`src/mcnd_pkg.sv`:
```
// ----------------------------------------------------------------------------
// mcnd_pkg
// Shared types and constants for the non-decreasing minimum cost DP core.
// ----------------------------------------------------------------------------
package mcnd_pkg;

    localparam int MAX_VALUE_DEF = 1023;
    localparam int COST_BITS_DEF = 23;
    localparam int SAMPLE_W      = 10;
    localparam int OUT_W         = 23;

    typedef enum logic [1:0] {
        ST_IDLE,
        ST_SWEEP,
        ST_DRAIN,
        ST_DONE
    } state_t;

    typedef struct packed {
        logic accept;    // latch a new item
        logic issue;     // read one row entry this cycle
        logic load_out;  // move the final cost into the output register
    } cmd_t;

endpackage
// ----------------------------------------------------------------------------

```
`src/mcnd_ctrl.sv`:
```
// ----------------------------------------------------------------------------
// mcnd_ctrl
// Sequencer: accepts an item, sweeps the row index, publishes the result.
// ----------------------------------------------------------------------------
module mcnd_ctrl
    import mcnd_pkg::*;
#(
    parameter int MAX_VALUE = MAX_VALUE_DEF,
    parameter int IDX_W     = $clog2(MAX_VALUE + 1)
) (
    input  logic             clk,
    input  logic             rst_n,
    input  logic             in_valid,
    output logic             in_ready,
    output logic             out_valid,
    input  logic             out_ready,
    output cmd_t             cmd,
    output logic [IDX_W-1:0] rd_idx
);

    state_t           state_reg, state_next;
    logic [IDX_W-1:0] rd_idx_reg, rd_idx_next;
    logic             out_valid_reg, out_valid_next;
    logic             last_idx;

    assign last_idx = (rd_idx_reg == IDX_W'(MAX_VALUE));

    always_ff @(posedge clk or negedge rst_n)
    begin
        if (!rst_n)
        begin
            state_reg     <= ST_IDLE;
            rd_idx_reg    <= '0;
            out_valid_reg <= 1'b0;
        end
        else
        begin
            state_reg     <= state_next;
            rd_idx_reg    <= rd_idx_next;
            out_valid_reg <= out_valid_next;
        end
    end

    always_comb
    begin
        state_next     = state_reg;
        rd_idx_next    = rd_idx_reg;
        out_valid_next = out_valid_reg && !out_ready;
        in_ready       = 1'b0;
        cmd            = '0;
        unique case (state_reg)
            ST_IDLE:
            begin
                in_ready = 1'b1;
                if (in_valid)
                begin
                    cmd.accept  = 1'b1;
                    rd_idx_next = '0;
                    state_next  = ST_SWEEP;
                end
            end
            ST_SWEEP:
            begin
                cmd.issue   = 1'b1;
                rd_idx_next = rd_idx_reg + 1'b1;
                if (last_idx)
                begin
                    state_next = ST_DRAIN;
                end
            end
            ST_DRAIN:
            begin
                state_next = ST_DONE;
            end
            ST_DONE:
            begin
                if (!out_valid_reg || out_ready)
                begin
                    cmd.load_out   = 1'b1;
                    out_valid_next = 1'b1;
                    state_next     = ST_IDLE;
                end
            end
            default:
            begin
                state_next = ST_IDLE;
            end
        endcase
    end

    assign out_valid = out_valid_reg;
    assign rd_idx    = rd_idx_reg;

endmodule
// ----------------------------------------------------------------------------

```
`config.mk`:
```
export PLATFORM = sky130hd
export DESIGN_NAME = mcnd_ctrl
export DESIGN_NICKNAME = d
export VERILOG_FILES = /design/src/mcnd_pkg.sv /design/src/mcnd_ctrl.sv
export SDC_FILE = /design/constraint.sdc
export NUM_CORES = 1
export LEC_CHECK = 0
export ABC_AREA = 1
export BUFFER_PORTS_ARGS = -buffer_cell sky130_fd_sc_hd__buf_2
export CORE_UTILIZATION = 55
export DETAILED_ROUTE_END_ITERATION = 16
export GPL_ROUTABILITY_DRIVEN = 0
export MAX_ROUTING_LAYER = met4
export PLACE_DENSITY = 0.82
export SYNTH_ARGS = -nofsm -noshare
export SYNTH_HDL_FRONTEND = slang
export SYNTH_SLANG_ARGS = --single-unit
```
`constraint.sdc`:
```
create_clock -name clk -period 2.4 [get_ports clk]
set_input_delay 0 -clock clk [delete_from_list [all_inputs] [get_ports clk]]
set_output_delay 0 -clock clk [all_outputs]
set_load 0.02 [all_outputs]
```
==> Word level (Yosys, flattened, before mapping) <==
Cells that the tools add are included.
{ "op_classes": {"n_eq_ne": 7, "n_mux": 14, "add_sub_neg": 1, "reduce_logical": 8} }
{ "ops": {"columns": ["op", "n"], "rows": [
  ["one-hot mux 10 bit (2 select lines)", 1],
  ["adder 10 x 1 -> 10 bit, second input constant", 1],
  ["equality test 10 bit, second input constant", 1],
  ["two-way mux 10 bit", 1],
  ["two-way mux 1 bit", 8],
  ["one-hot mux 2 bit (4 select lines)", 1],
  ["two-way mux 2 bit", 3],
  ["inequality test 2 bit, second input constant", 3],
  ["equality test 2 bit, second input constant", 2],
  ["AND reduction 3 bit", 1],
  ["equality test 2 x 1 -> 1 bit, second input constant", 1],
  ["logical NOT 1 bit", 2],
  ["logical NOT 2 bit", 1],
  ["AND reduction 2 bit", 1],
  ["nonzero test 2 bit", 1],
  ["logical AND 1 bit", 1],
  ["logical OR 1 bit", 1]
]} }
{ "totals": {"out_inout_bits": 15, "reg_bits": 13} }

==> Depth between registers and ports, before layout <==
Gate-level depths: netlist (run 1).
{ "logic_depth": {"word_depth": 4, "depth_mapped": 11, "ltp_nobuf": 11} }

==> Least setup slack after synthesis (run 1) <==
OpenSTA, ideal clock, no wires.
{ "synth_timing": {"path_type": "register -> register", "start": "reg state_reg[0]", "end": "reg rd_idx_reg[6], in the netlist rd_idx[6]", "setup_slack_ns": 0.831, "n_path_buf": 0, "stages_incl_launch_ff": 10, "t_required_ns": 2.283, "t_arrival_ns": 1.452, "synth_period_minus_slack_ns": 1.569, "setup_ns": 0.117, "path_cell_list": "dfrtp_1 > inv_1 > ha_1 > nand2_1 > nor2_1 > inv_2 > nand2_1 > nand2_1 > o21ai_1 > inv_1"} }
{ "synth_via": {"elab_chain_cells": 3, "word_cells_on_any_way": 6} }
{ "synth_rtl": {"columns": ["item", "line_no", "text"], "rows": [
  ["start, declared", "mcnd_ctrl.sv:21", "state_t state_reg, state_next;"],
  ["start signal, assigned", "mcnd_ctrl.sv:38", "state_reg <= state_next;"],
  ["equality test 2 x 1 -> 1 bit or logical NOT 2 bit (tied branches)", "mcnd_ctrl.sv:51", "unique case (state_reg)"],
  ["nonzero test 2 bit (no source line) or inequality test 2 bit (tied branches)", null, null],
  ["AND reduction 2 bit (no source line)", null, null],
  ["end signal, assigned", "mcnd_ctrl.sv:39", "rd_idx_reg <= rd_idx_next;"],
  ["end, declared", "mcnd_ctrl.sv:22", "logic [IDX_W-1:0] rd_idx_reg, rd_idx_next;"]
]} }
Several ways; a longest one is shown, not always the timed one.
A chain may end at the register's enable or synchronous reset.

==> Worst setup path after layout (run 1) <==
Same ends and word-level chain as after synthesis.

==> results by stage, run 1 <==
Die:
- The number of rows in the core area is 13.
- The floorplan step defined a die boundary enclosing 1610 sq um.
- The starting density of the core is about three fifths.
- The I/O pin count is 19.
- The standard cell core area is 1320 sq um.
- The die is about 40 microns wide.
- The die extent in y is 40.1 microns.

Clocking:
- CTS built an H-tree with a depth of 1.
- TritonCTS created 3 clock buffers.
- The clock tree from TritonCTS is done.
- After clock tree synthesis, the repair step resized 0 gates.
- Clock-pin slew was measured on the worst setup and hold paths at 80 ps.
- The cts-stage hold buffer count is 2.
- The clock passes through at most 2 buffers.
- The root buffer cell chosen for the clock tree is sky130_fd_sc_hd__clkbuf_4.
- The CTS sink count is 13.
- The later pin in the worst-skew pair is clocked with a latency of 270 ps.
- The number of setup buffers added after CTS is 0.

Yosys:
- In this run the mean area of a mapped cell was 7.75 sq um.
- After synthesis the cells add up to roughly 800 sq um.
- The count of different cell masters after synthesis is 19.
- The net count after synthesis is 113.
- The register area share after synthesis is 40.8%.
- The cell count after synthesis is 103.
- Yosys printed 0 warnings.
- The number of synthesized register bits is 13.

GRT:
- Summed over all layers, the global routing overflow is 0.
- The number of global-route vias before repair was about 650.
- Entering global routing, the biggest net connects 14 pins.
- The global router's overall resource usage is 25.2%.
- The first global-routing pass estimated about 2600 microns of wire.
- The initial antenna violation count was 0.

Worst setup path:
- The cell with the largest stage delay on the worst path is sky130_fd_sc_hd__dfrtp_1.
- Counting stages on the worst path, the most repeated cell is sky130_fd_sc_hd__nand2_1.
- In this design, the stage delay of the slowest critical-path cell is between 400 and 500 ps.
- The critical path is of the reg -> reg type.
- The data required time at the worst endpoint is 2570 ps.
- The data arrival time at the worst-slack endpoint is 1810 ps.
- STA classifies the critical path startpoint as a flip-flop.
- The signal on the critical path passes through inv_1, ha_1, nand2_1, nor2_1, inv_2, nand2_1, nand2_1, o21ai_1, inv_1.
- The kind of end point of the critical path is a flip-flop.
- The largest fanout of any net on the critical path is 6.

Power and ir drop:
- The internal portion of the total power is 0.493 mW.
- Of the total power, registers draw 32.9%.
- The total chip power is 0.956 mW.
- Combinational logic is responsible for 53.0% of the overall power.
- For this design the ratio of total power to cell area is between 1000 and 1500 nW/um^2.
- The leakage component of the power is between 0.5 and 0.6 nW.
- Net switching is 48.5% of the power.
- The peak supply drop is roughly 0.00089 V.
- Per report_power, the clock group accounts for 14.1% of the total.
- Summed over all nets, the switching power comes to 0.463 mW.

Timing:
- The worst-case hold slack is 148 ps.
- At the pin with the least slew margin, the transition time is around 290 ps.
- The setup total negative slack is 0 ps.
- The total count of max-transition violations in the final report is 0.
- Setup violations remaining at the end of the flow were counted as 0.
- In the finished design, the share of the clock period the worst path needs comes to 68.4%.
- Clock skew on the completed layout was measured at 1.58 ps.
- Setup repair after global routing left no endpoint under its margin.
- Static timing analysis puts the maximum clock frequency at 0.609 GHz.
- The final hold violation count is 0.
- The minimum period implied by the final worst setup slack is ~1600 ps.
- Measured against its own limit, the worst slew margin works out to 80.9%.

Layout:
- The number of antenna diodes in the final layout is 0.
- The post-route netlist has 26.8% of its cells at a drive strength greater than 1.
- Cells fill 72.4% of the core in the end.
- The register with the most flip-flops in the layout has 10 of them.
- From synthesis to final layout, the design area changed by 19.4%.
- At the end of the flow, the number of nets in the layout was between 100 and 150.

Run status:
- The run finished with clean final reports.

Routing:
- Summed over all layers, the routed wires come to approximately 1600 microns.
- Detailed routing inserted a total of slightly above 700 vias.
- The DRC marker count from the first detailed-route iteration is 15.
- The first detailed-routing pass took 4 iterations.
- The mean number of vias per cell is 5.04.
- After detailed routing, the number of remaining DRC violations is 0.
- In the final routed layout, each cell accounts on average for approximately 11 microns.
- The antenna violation net count after detailed routing is 0.

Placement:
- The number of port buffers is 18.
- The HPWL reported at the end of detailed placement is 1230 microns.

Flow run:
- The max-capacitance violation count is 0.

Min path:
- The tightest min-delay check is of the in -> async type.
[per-stage QoR]
| stage | setup WS, ps | area [sq um] | instances |
|---|---|---|---|
| after floorplan | 831 | 798 | 103 |
| after global placement | 836 | 907 | 136 |
| after detailed placement | 772 | 907 | 136 |
| after CTS | 762 | 953 | 142 |
| after global routing | 594 | 953 | 142 |
| final | 758 | 953 | 142 |
[power groups by stage]
stage / Combinational, mW / Clock [mW] / Sequential, mW
global placement: 0.481 / 0 / 0.317
floorplan: 0.344 / 0 / 0.345
finish: 0.507 / 0.134 / 0.315
detailed placement: 0.499 / 0 / 0.319
global route: 0.558 / 0.150 / 0.322
CTS: 0.505 / 0.138 / 0.314
[layer usage]
| layer | track usage, % | vias up | routed length, microns |
|---|---|---|---|
| li1 | - | 371 | - |
| met1 | 31.1 | 328 | 739 |
| met2 | 41.1 | 14 | 833 |
| met3 | 5.00 | 2 | 45 |
| met4 | 7.76 | 0 | 11 |
| met5 | - | - | 0 |
[critical path, delay by kind of cell (launching register included)]
family / cells / cell delay [ps]
buffers and inverters: 3 / 270
adders and majority gates: 1 / 280
DFF: 1 / 420
and+or+nand+nor: 4 / 500
AOI/OAI and AO/OA: 1 / 80
[final timing paths]
path,to,from,slack [ps],cells past startpoint
max in group asynchronous,state_reg[0],rst_n,2030,2
hold reg to reg,out_valid,out_valid,520,2
min in group clk,rd_idx[1],in_valid,150,5
setup / recovery,rd_idx[6],state_reg[0],760,9
setup reg to reg,rd_idx[6],state_reg[0],760,9
hold / removal,rd_idx[9],rst_n,150,2
[cell type report]
class	count	area, sq um
multi-input cells	74	413
well taps	15	18.8
fillers	101	364
clock buffers	4	26.3
flip-flops and latches	13	325
repair buffers	20	110
inverters	16	60.1
[placed cells by master (no fill, tap or decap)]
master                          synthesis  layout
sky130_fd_sc_hd__inv_1                 13      13
sky130_fd_sc_hd__nor2_4                 2       2
sky130_fd_sc_hd__nand3b_1               1       1
sky130_fd_sc_hd__o21ai_0                2       2
sky130_fd_sc_hd__clkbuf_4               0       3
sky130_fd_sc_hd__nand2_2                2       2
sky130_fd_sc_hd__nand3_2                2       2
sky130_fd_sc_hd__nand2_4                1       1
sky130_fd_sc_hd__ha_1                   6       6
sky130_fd_sc_hd__nor2_2                 1       1
sky130_fd_sc_hd__clkbuf_1               0       1
sky130_fd_sc_hd__buf_2                  0      18
sky130_fd_sc_hd__nor2_1                15      15
sky130_fd_sc_hd__dlygate4sd3_1          0       2
sky130_fd_sc_hd__nor3b_2                1       1
sky130_fd_sc_hd__nand4_1                2       2
sky130_fd_sc_hd__o21ai_2                1       1
sky130_fd_sc_hd__nand3_1                4       4
sky130_fd_sc_hd__o21ai_1                3       3
sky130_fd_sc_hd__nand2_1               26      26
sky130_fd_sc_hd__inv_2                  3       3
sky130_fd_sc_hd__a21oi_1                5       5
sky130_fd_sc_hd__dfrtp_1               13      13
[synthesized netlist by cell type (all sizes together)]
library cell	number	area (sq um)
a21oi	5	25.0
dfrtp	13	325
ha	6	75.1
inv	16	60.1
nand2	29	121
nand3	6	40.0
nand3b	1	7.51
nand4	2	12.5
nor2	18	85.1
nor3b	1	12.5
o21ai	6	33.8
[cell families (layout without fill, tap and decap cells)]
group                      count (synthesis)  after routing  share of synthesized area [%]
and+or+nand+nor                           57             57                           35.0
buffers and inverters                     16             40                           7.52
DFF                                       13             13                           40.8
AOI/OAI and AO/OA                         11             11                           7.37
adders and majority gates                  6              6                           9.40
Power figures use the tool's default switching activity.
==> run 2: changes to the inputs <==
CORE_UTILIZATION = 46   (was 55)
PLACE_DENSITY = 0.73   (was 0.82)
clock period = 1.35 ns   (was 2.4 ns; I/O delays follow)
==> run 2 against run 1 <==
Effect of this change: the run now ends with DRC, setup timing left; sequential share of layout area shrank 6.1 points; power is 140% higher; critical path depth increased by 2; combinational power grew to 2.9 times the previous value; final area grew 23%; clock-buffer cell count is the same; sequential cell count unchanged; critical path type unchanged.
==> results by stage, run 2 (synthesis results as in run 1) <==
Timing:
- The top achievable clock speed is 0.680 GHz.
- The measured slew at the worst slew-check pin is 299 ps.
- Measured against its own limit, the worst slew margin works out to 80.1%.
- Setup repair after global routing could not meet its margin everywhere.
- Setup violations remaining at the end of the flow were counted as 9.
- The total count of max-transition violations in the final report is 0.
- After layout, the worst path uses 109% of the clock period.
- The final hold violation count is 0.
- Subtracting the final worst setup slack from the clock period gives ~1500 ps.
- In the post-route analysis, the smallest setup slack over all paths is -121 ps.
- The clock skew is 8.75 ps.
- Hold timing on the final database bottoms out at a slack of between 100 and 150 ps.

Power and ir drop:
- In this run the static leakage power is 0.633 nW.
- Combinational cells account for 64.5% of the total power.
- VDD sags by at most 0.00144 V.
- Per report_power, the clock group accounts for ~11% of the total.
- The design internal power is approximately 1.3 mW.
- Net switching is 44.7% of the power.
- In this run the power spent charging and discharging nets is 1.02 mW.
- The share of total power dissipated in sequential elements is 24.7%.
- The total power per unit cell area is 1940 nW/um^2.

Placement:
- After legalization and detailed placement, the total HPWL measured 1300 microns.
- At the placement stage, the worst setup path has a slack of -50.8 ps.
- The number of port buffers is 18.
- The total placed instance area is 1010 sq um.
- Including well taps, the total number of placed cells is 147.

Die:
- The number of rows in the core area is 14.
- After floorplanning, the core was sized to cover roughly 1600 sq um.
- Once the floorplan was initialized, standard cells occupied 51.2% of the core.
- The die covers 1910 sq um.
- Measured along the x axis, the die boundary spans approximately 44 microns.
- In this run the count of I/O pins placed on the die edge is 19.
- The die extent in y is 43.7 microns.

Layout:
- Once layout is complete, the utilization of the core stands at 75.3%.
- At the end of the flow, the number of nets in the layout was 156.
- The post-layout instance area is 1170 sq um.
- The flip-flop count of the largest register after layout is 10.
- Leaving out fill and tap cells, the most frequent cells in the layout are sky130_fd_sc_hd__nand2_1, sky130_fd_sc_hd__buf_4, sky130_fd_sc_hd__buf_2, sky130_fd_sc_hd__nor2_1.
- The final cell count without fillers is 161.
- The number of antenna diodes in the final layout is 0.
- The area growth from synthesis to layout is 47.0%.
- Leaving out fill and tap cells, the most frequent cell in the layout is sky130_fd_sc_hd__nand2_1.
- Cells with a size suffix above 1 make up 49.7% of the layout.

Run status:
- The flow ran to the end, but the final reports show violations.
- The checks that failed: DRC, setup timing.

Worst setup path:
- The data arrival time at the worst-slack endpoint is 1640 ps.
- The largest fanout of any net on the critical path is 5.
- The critical path in this run is classified as reg -> reg.
- The sort of element at the start of the critical path is a flip-flop.
- STA classifies the critical path endpoint as a flip-flop.
- The data required time at the worst endpoint is 1520 ps.

Routing:
- The met1 wire length is around 850 microns.
- The mean number of vias per cell is 4.95.
- Wire segments on met2 add up to 1080 microns in the final route.
- In this run the remaining antenna-violating nets after routing total 0.
- For this block, the routed nets add up to 2010 microns of wire.
- The met3 layer wire length in the routed design is ~48 microns.
- The first detailed-routing pass ran for 10 iterations.
- The highest metal layer with signal wires is met4.
- The number of design rule violations left after detail routing is 1.
- The first routing iteration left 19 violations.
- The average wire length per cell after detail routing is 12.5 microns.
- The total vias in the final route is 797.

Clocking:
- The root buffer cell chosen for the clock tree is sky130_fd_sc_hd__clkbuf_4.
- In this run the number of H-tree levels came out at 1.
- The number of buffers created by CTS is 3.
- The clock slew seen by the registers of the worst setup and hold paths is 80 ps.
- Clock latency on the worst-skew pair, taken at its later pin, is 280 ps.
- The CTS sink count is 13.
- TritonCTS built the clock tree.
- The clock tree buffer depth is 2.

Min path:
- The path category of the worst min-delay check is in -> async.

GRT:
- The wire length of the first global-routing pass is 2910 microns.
- Global routing finished with a remaining overflow of 0.
- The number of global-route vias before repair is 700.
- The initial antenna violation count was 0.
- Across every metal layer, demand over resource in global routing totals between 20 and 25%.
- The largest net degree at the start of global routing is 14.

Flow run:
- Max-cap violations in this run came to 0.
run 2: power by group through the flow:
stage	sequential (mW)	combinational, mW	clock (mW)
2_1_floorplan	0.631	0.692	0
6_report	0.563	1.47	0.246
4_1_cts	0.561	1.26	0.255
5_1_grt	0.573	1.60	0.273
3_5_place_dp	0.560	1.17	0
3_3_place_gp	0.554	1.14	0
run 2: routing by layer:
| metal | vias to the layer above | GRT usage, % |
|---|---|---|
| met5 | - | - |
| met1 | 369 | 25.1 |
| met2 | 15 | 37.3 |
| met4 | 0 | 11.3 |
| li1 | 408 | - |
| met3 | 5 | 2.50 |
run 2: what timing repair did:
action                     CTS  global route
setup buffers                2             6
resized for setup            8            10
setup endpoints to repair    5            11
hold buffers                 2             0
hold endpoints to repair    14             0
pin swaps                    1             4
run 2: worst paths after layout:
check	from	end	slack [ps]	cells past startpoint
setup / recovery	state_reg[0]	rd_idx[6]	-120	11
hold / removal	rst_n	rd_idx[2]	130	2
setup reg to reg	state_reg[0]	rd_idx[6]	-120	11
hold reg to reg	rd_idx[6]	rd_idx[6]	510	2
max in group asynchronous	rst_n	state_reg[0]	970	2
min in group clk	in_valid	rd_idx[0]	160	4
run 2: through the flow:
stage	power [mW]	TNS (ps)
2_1_floorplan	1.32	-35.5
3_3_place_gp	1.70	-26.7
3_5_place_dp	1.73	-116
4_1_cts	2.07	-148
5_1_grt	2.45	-1480
6_report	2.28	-611
run 2: layout make-up:
type,count,area (sq um)
clock buffers,4,26.3
fillers,117,385
inverters,16,60.1
multi-input cells,74,480
flip-flops and latches,13,329
well taps,16,20.0
repair buffers,38,258
run 2: worst max-delay path: stages, from the launching register on:
cell and delay, ps:
sky130_fd_sc_hd__dfrtp_2 450, sky130_fd_sc_hd__inv_2 100, sky130_fd_sc_hd__ha_4 160, sky130_fd_sc_hd__inv_2 40
sky130_fd_sc_hd__nand2_2 70, sky130_fd_sc_hd__nand2_4 80, sky130_fd_sc_hd__nor2_4 130, sky130_fd_sc_hd__nand2_2 80
sky130_fd_sc_hd__nand2_2 80, sky130_fd_sc_hd__nand2_1 50, sky130_fd_sc_hd__o21ai_1 60, sky130_fd_sc_hd__inv_1 50
==> run 3: changes to the inputs <==
CORE_UTILIZATION = 49   (was 46)
CTS_BUF_LIST = sky130_fd_sc_hd__clkbuf_8   (was not set)
PLACE_DENSITY = 0.77   (was 0.73)
SLEW_MARGIN = 20   (was not set)
==> run 3 against run 2 <==
Effect of this change: the run ends with setup timing left; largest cell class unchanged; non-clock buffer count down 5; power down 0.27%; fmax up 1.6%; routed wire length down 9.6%; largest power group unchanged; highest routed layer is now met3; combinational power down 7%; critical endpoint is now rd_idx[8].
==> results by stage, run 3 (synthesis results as in run 1) <==
Flow run:
- The max-capacitance violation count is 0.

Routing:
- The number of design rule violations left after detail routing is 0.
- The average wire length per cell after detail routing is 11.7 microns.
- The routed wire length is 1820 microns.
- After detailed routing, the number of vias per cell comes to 4.97.
- The total vias in the final route is 775.
- The first detailed-routing pass took 4 iterations.
- Once detail routing completed, the nets flagged for antenna violations numbered 0.
- The DRC marker count from the first detailed-route iteration is 22.

Layout:
- The area used by multi-input combinational logic is 517 sq um.
- The post-layout instance area is 1190 sq um.
- The library cell used most frequently in the layout, excluding fill and tap cells, is sky130_fd_sc_hd__nand2_1.
- The final net count is between 150 and 200.
- From synthesis to final layout, the design area changed by 48.6%.
- The number of antenna diodes is 0.
- The flip-flop count of the largest register after layout is 10.
- The share of layout cells above drive strength 1 is between 50% and 60%.
- Cells fill 78.7% of the core in the end.
- After filler insertion, the fill cell instance count of the layout stands at 103.
- The sequential standard cell area is approximately 330 sq um.
- The library cells used most frequently in the layout, excluding fill and tap cells, are sky130_fd_sc_hd__nand2_1, sky130_fd_sc_hd__buf_2, sky130_fd_sc_hd__buf_4, sky130_fd_sc_hd__inv_1, sky130_fd_sc_hd__nor2_1.

GRT:
- For this run, the total global-route usage over all layers was measured as 21.6%.
- The first global-routing pass estimated 2800 microns of wire.
- The initial antenna violation count is 0.
- For this run the aggregate overflow at the end of global routing stands at 0.
- Entering global routing, the biggest net connects 14 pins.
- The number of global-route vias before repair came to 689.

Clocking:
- For the worst-skew pair, the clock arrives at the later sink with an insertion delay of 240 ps.
- Buffers inserted during clock tree synthesis total 3.
- The clock root buffer is sky130_fd_sc_hd__clkbuf_8.
- The CTS sink count is 13.
- CTS built an H-tree with a depth of 1.
- The clock tree from TritonCTS is done.
- The clock tree buffer depth is 2.
- Clock-pin slew was measured on the worst setup and hold paths at 60 ps.

Die:
- For this design the top-level I/O count stands at 19.
- The standard cell core area is 1510 sq um.
- The die covers 1790 sq um.
- Once the floorplan was initialized, standard cells occupied 53.0% of the core.
- Row generation in the floorplan step produced 14 rows.
- The die is approximately 42 microns wide.
- The die extent in y is 42.4 microns.

Power and ir drop:
- Internal power comes to 1.29 mW.
- The total chip power is 2.27 mW.
- The fraction of power consumed by sequential logic is 25.4%.
- The switching part of the total power is 43.3%.
- Per report_power, the clock group accounts for 14.8% of the total.
- Per report_power, the combinational group accounts for 59.9% of the total.
- The power spent charging and discharging nets is 0.985 mW.
- The peak supply drop is between 0.001 and 0.0015 V.
- Power spread over the standard cell area amounts to around 1900 nW/um^2.
- The leakage component of the power is between 0.6 and 0.7 nW.

Timing:
- Setup slack on the critical path of the routed design comes to -97.8 ps.
- Across the routed clock network, the largest skew measured is about 6 ps.
- The total count of max-transition violations in the final report came to 0.
- The worst relative slew slack is around four fifths.
- After layout, the minimum clock period comes to between 1000 and 1500 ps.
- The part of the cycle the worst path needs is 107%.
- At the pin with the least slew margin, the transition time is 293 ps.
- Setup repair after global routing could not meet its margin everywhere.
- The top achievable clock speed is 0.691 GHz.
- The final hold violation count is 0.
- Setup violations remaining at the end of the flow were counted as 5.

Worst setup path:
- The critical path is of the reg -> reg type.
- The worst setup path is captured at a flip-flop.
- The data arrival time at the worst-slack endpoint is ~1600 ps.
- For flop-to-flop paths, the worst setup slack is -100 ps.
- The cell with the largest stage delay on the worst path is sky130_fd_sc_hd__dfrtp_2.
- Counting both buffers and inverters, the worst setup path holds a total of 3.
- The data required time at the worst endpoint is 1480 ps.
- Along the worst path, the maximum fanout reaches 5.
- The delay contributed by the slowest stage of the critical path is 440 ps.
- The signal on the critical path passes through inv_2, ha_4, inv_2, nand2_2, nand2_4, nor2_4, buf_6, nand2_4, nor2_2, nor3b_2.
- STA classifies the critical path startpoint as a flip-flop.
- In this design, the largest share of critical-path delay is due to simple AND/OR/NAND/NOR gates.

Min path:
- The min-delay analysis places its worst path in the category in -> reg.

Placement:
- The pre-CTS setup slack is -51.3 ps.
- Input and output buffers added on the ports amount to 18.
- The total placed instance area is 1010 sq um.
- The HPWL reported at the end of detailed placement is 1280 microns.

Run status:
- The run finished, with violations left.
- The checks that failed: setup timing.
==> run 3: cell types whose count changed in the layout (fill, tap and decap cells not counted), moves of 2 or more <==
cell	change
sky130_fd_sc_hd__nand2_4	+2
sky130_fd_sc_hd__clkbuf_4	-3
sky130_fd_sc_hd__clkbuf_8	+3
sky130_fd_sc_hd__buf_4	-5
sky130_fd_sc_hd__o21ai_2	+2
sky130_fd_sc_hd__o21ai_1	-2
==> run 3: path summary, 6_finish.rpt <==
path | startpoint | end | depth (start not counted)
max | state_reg[0] | rd_idx[8] | 10
min | out_ready | out_valid | 4
max reg2reg | state_reg[0] | rd_idx[8] | 10
min reg2reg | rd_idx[6] | rd_idx[6] | 2
max in group asynchronous | rst_n | rd_idx[1] | 2
min in group asynchronous | rst_n | rd_idx[4] | 2
==> run 3: area by class of cell <==
cell class / count / area share [%]
flip-flops and latches: 13 / 27.7
inverters: 16 / 5.06
clock inverters: 1 / 0.316
clock buffers: 3 / 3.48
multi-input cells: 74 / 43.6
repair buffers: 33 / 18.1
well taps: 16 / 1.69
==> run 3: routing by layer <==
metal | share of wire, % | global-route usage (%) | vias to the layer above | wire [microns]
met5 | 0 | - | - | 0
met4 | 0 | 7.50 | 0 | 0
met3 | 3.0 | 7.76 | 0 | 55
met2 | 54 | 35.1 | 16 | 984
met1 | 43 | 24.7 | 365 | 778
li1 | - | - | 394 | -
==> run 3: worst reg2reg max path, delay by kind of cell (launching register included) <==
kind | cells | cell delay [ps]
adder cells (fa/ha/maj) | 1 | 170
buffers and inverters | 3 | 250
flip-flops | 1 | 440
AND/OR/NAND/NOR | 6 | 480
==> run 3: repair_timing <==
item                                   in CTS  in global routing
pin swaps                                   1                  8
hold buffers                                1                  0
resized for setup                           2                 23
buffers inserted                            2                  3
endpoints found under the hold margin      13                  0
setup endpoints to repair                   4                 11
==> run 3: power by group through the flow <==
stage                     Sequential (mW)  Clock [mW]  Combinational (mW)
final                               0.577       0.336                1.36
after CTS                           0.557       0.341                1.22
after detailed placement            0.561           0                1.14
after global placement              0.553           0                1.12
after global routing                0.590       0.363                1.50
after floorplan                     0.631           0               0.692
==> run 3: through the flow <==
step | instances | TNS [ps] | hold WS, ps
2_1_floorplan | 103 | -35.5 | -296
3_5_place_dp | 146 | -60.2 | -98.8
6_report | 156 | -381 | 40.9
3_3_place_gp | 146 | -23.9 | -101
4_1_cts | 153 | -151 | 32.3
5_1_grt | 156 | -1100 | 71.2
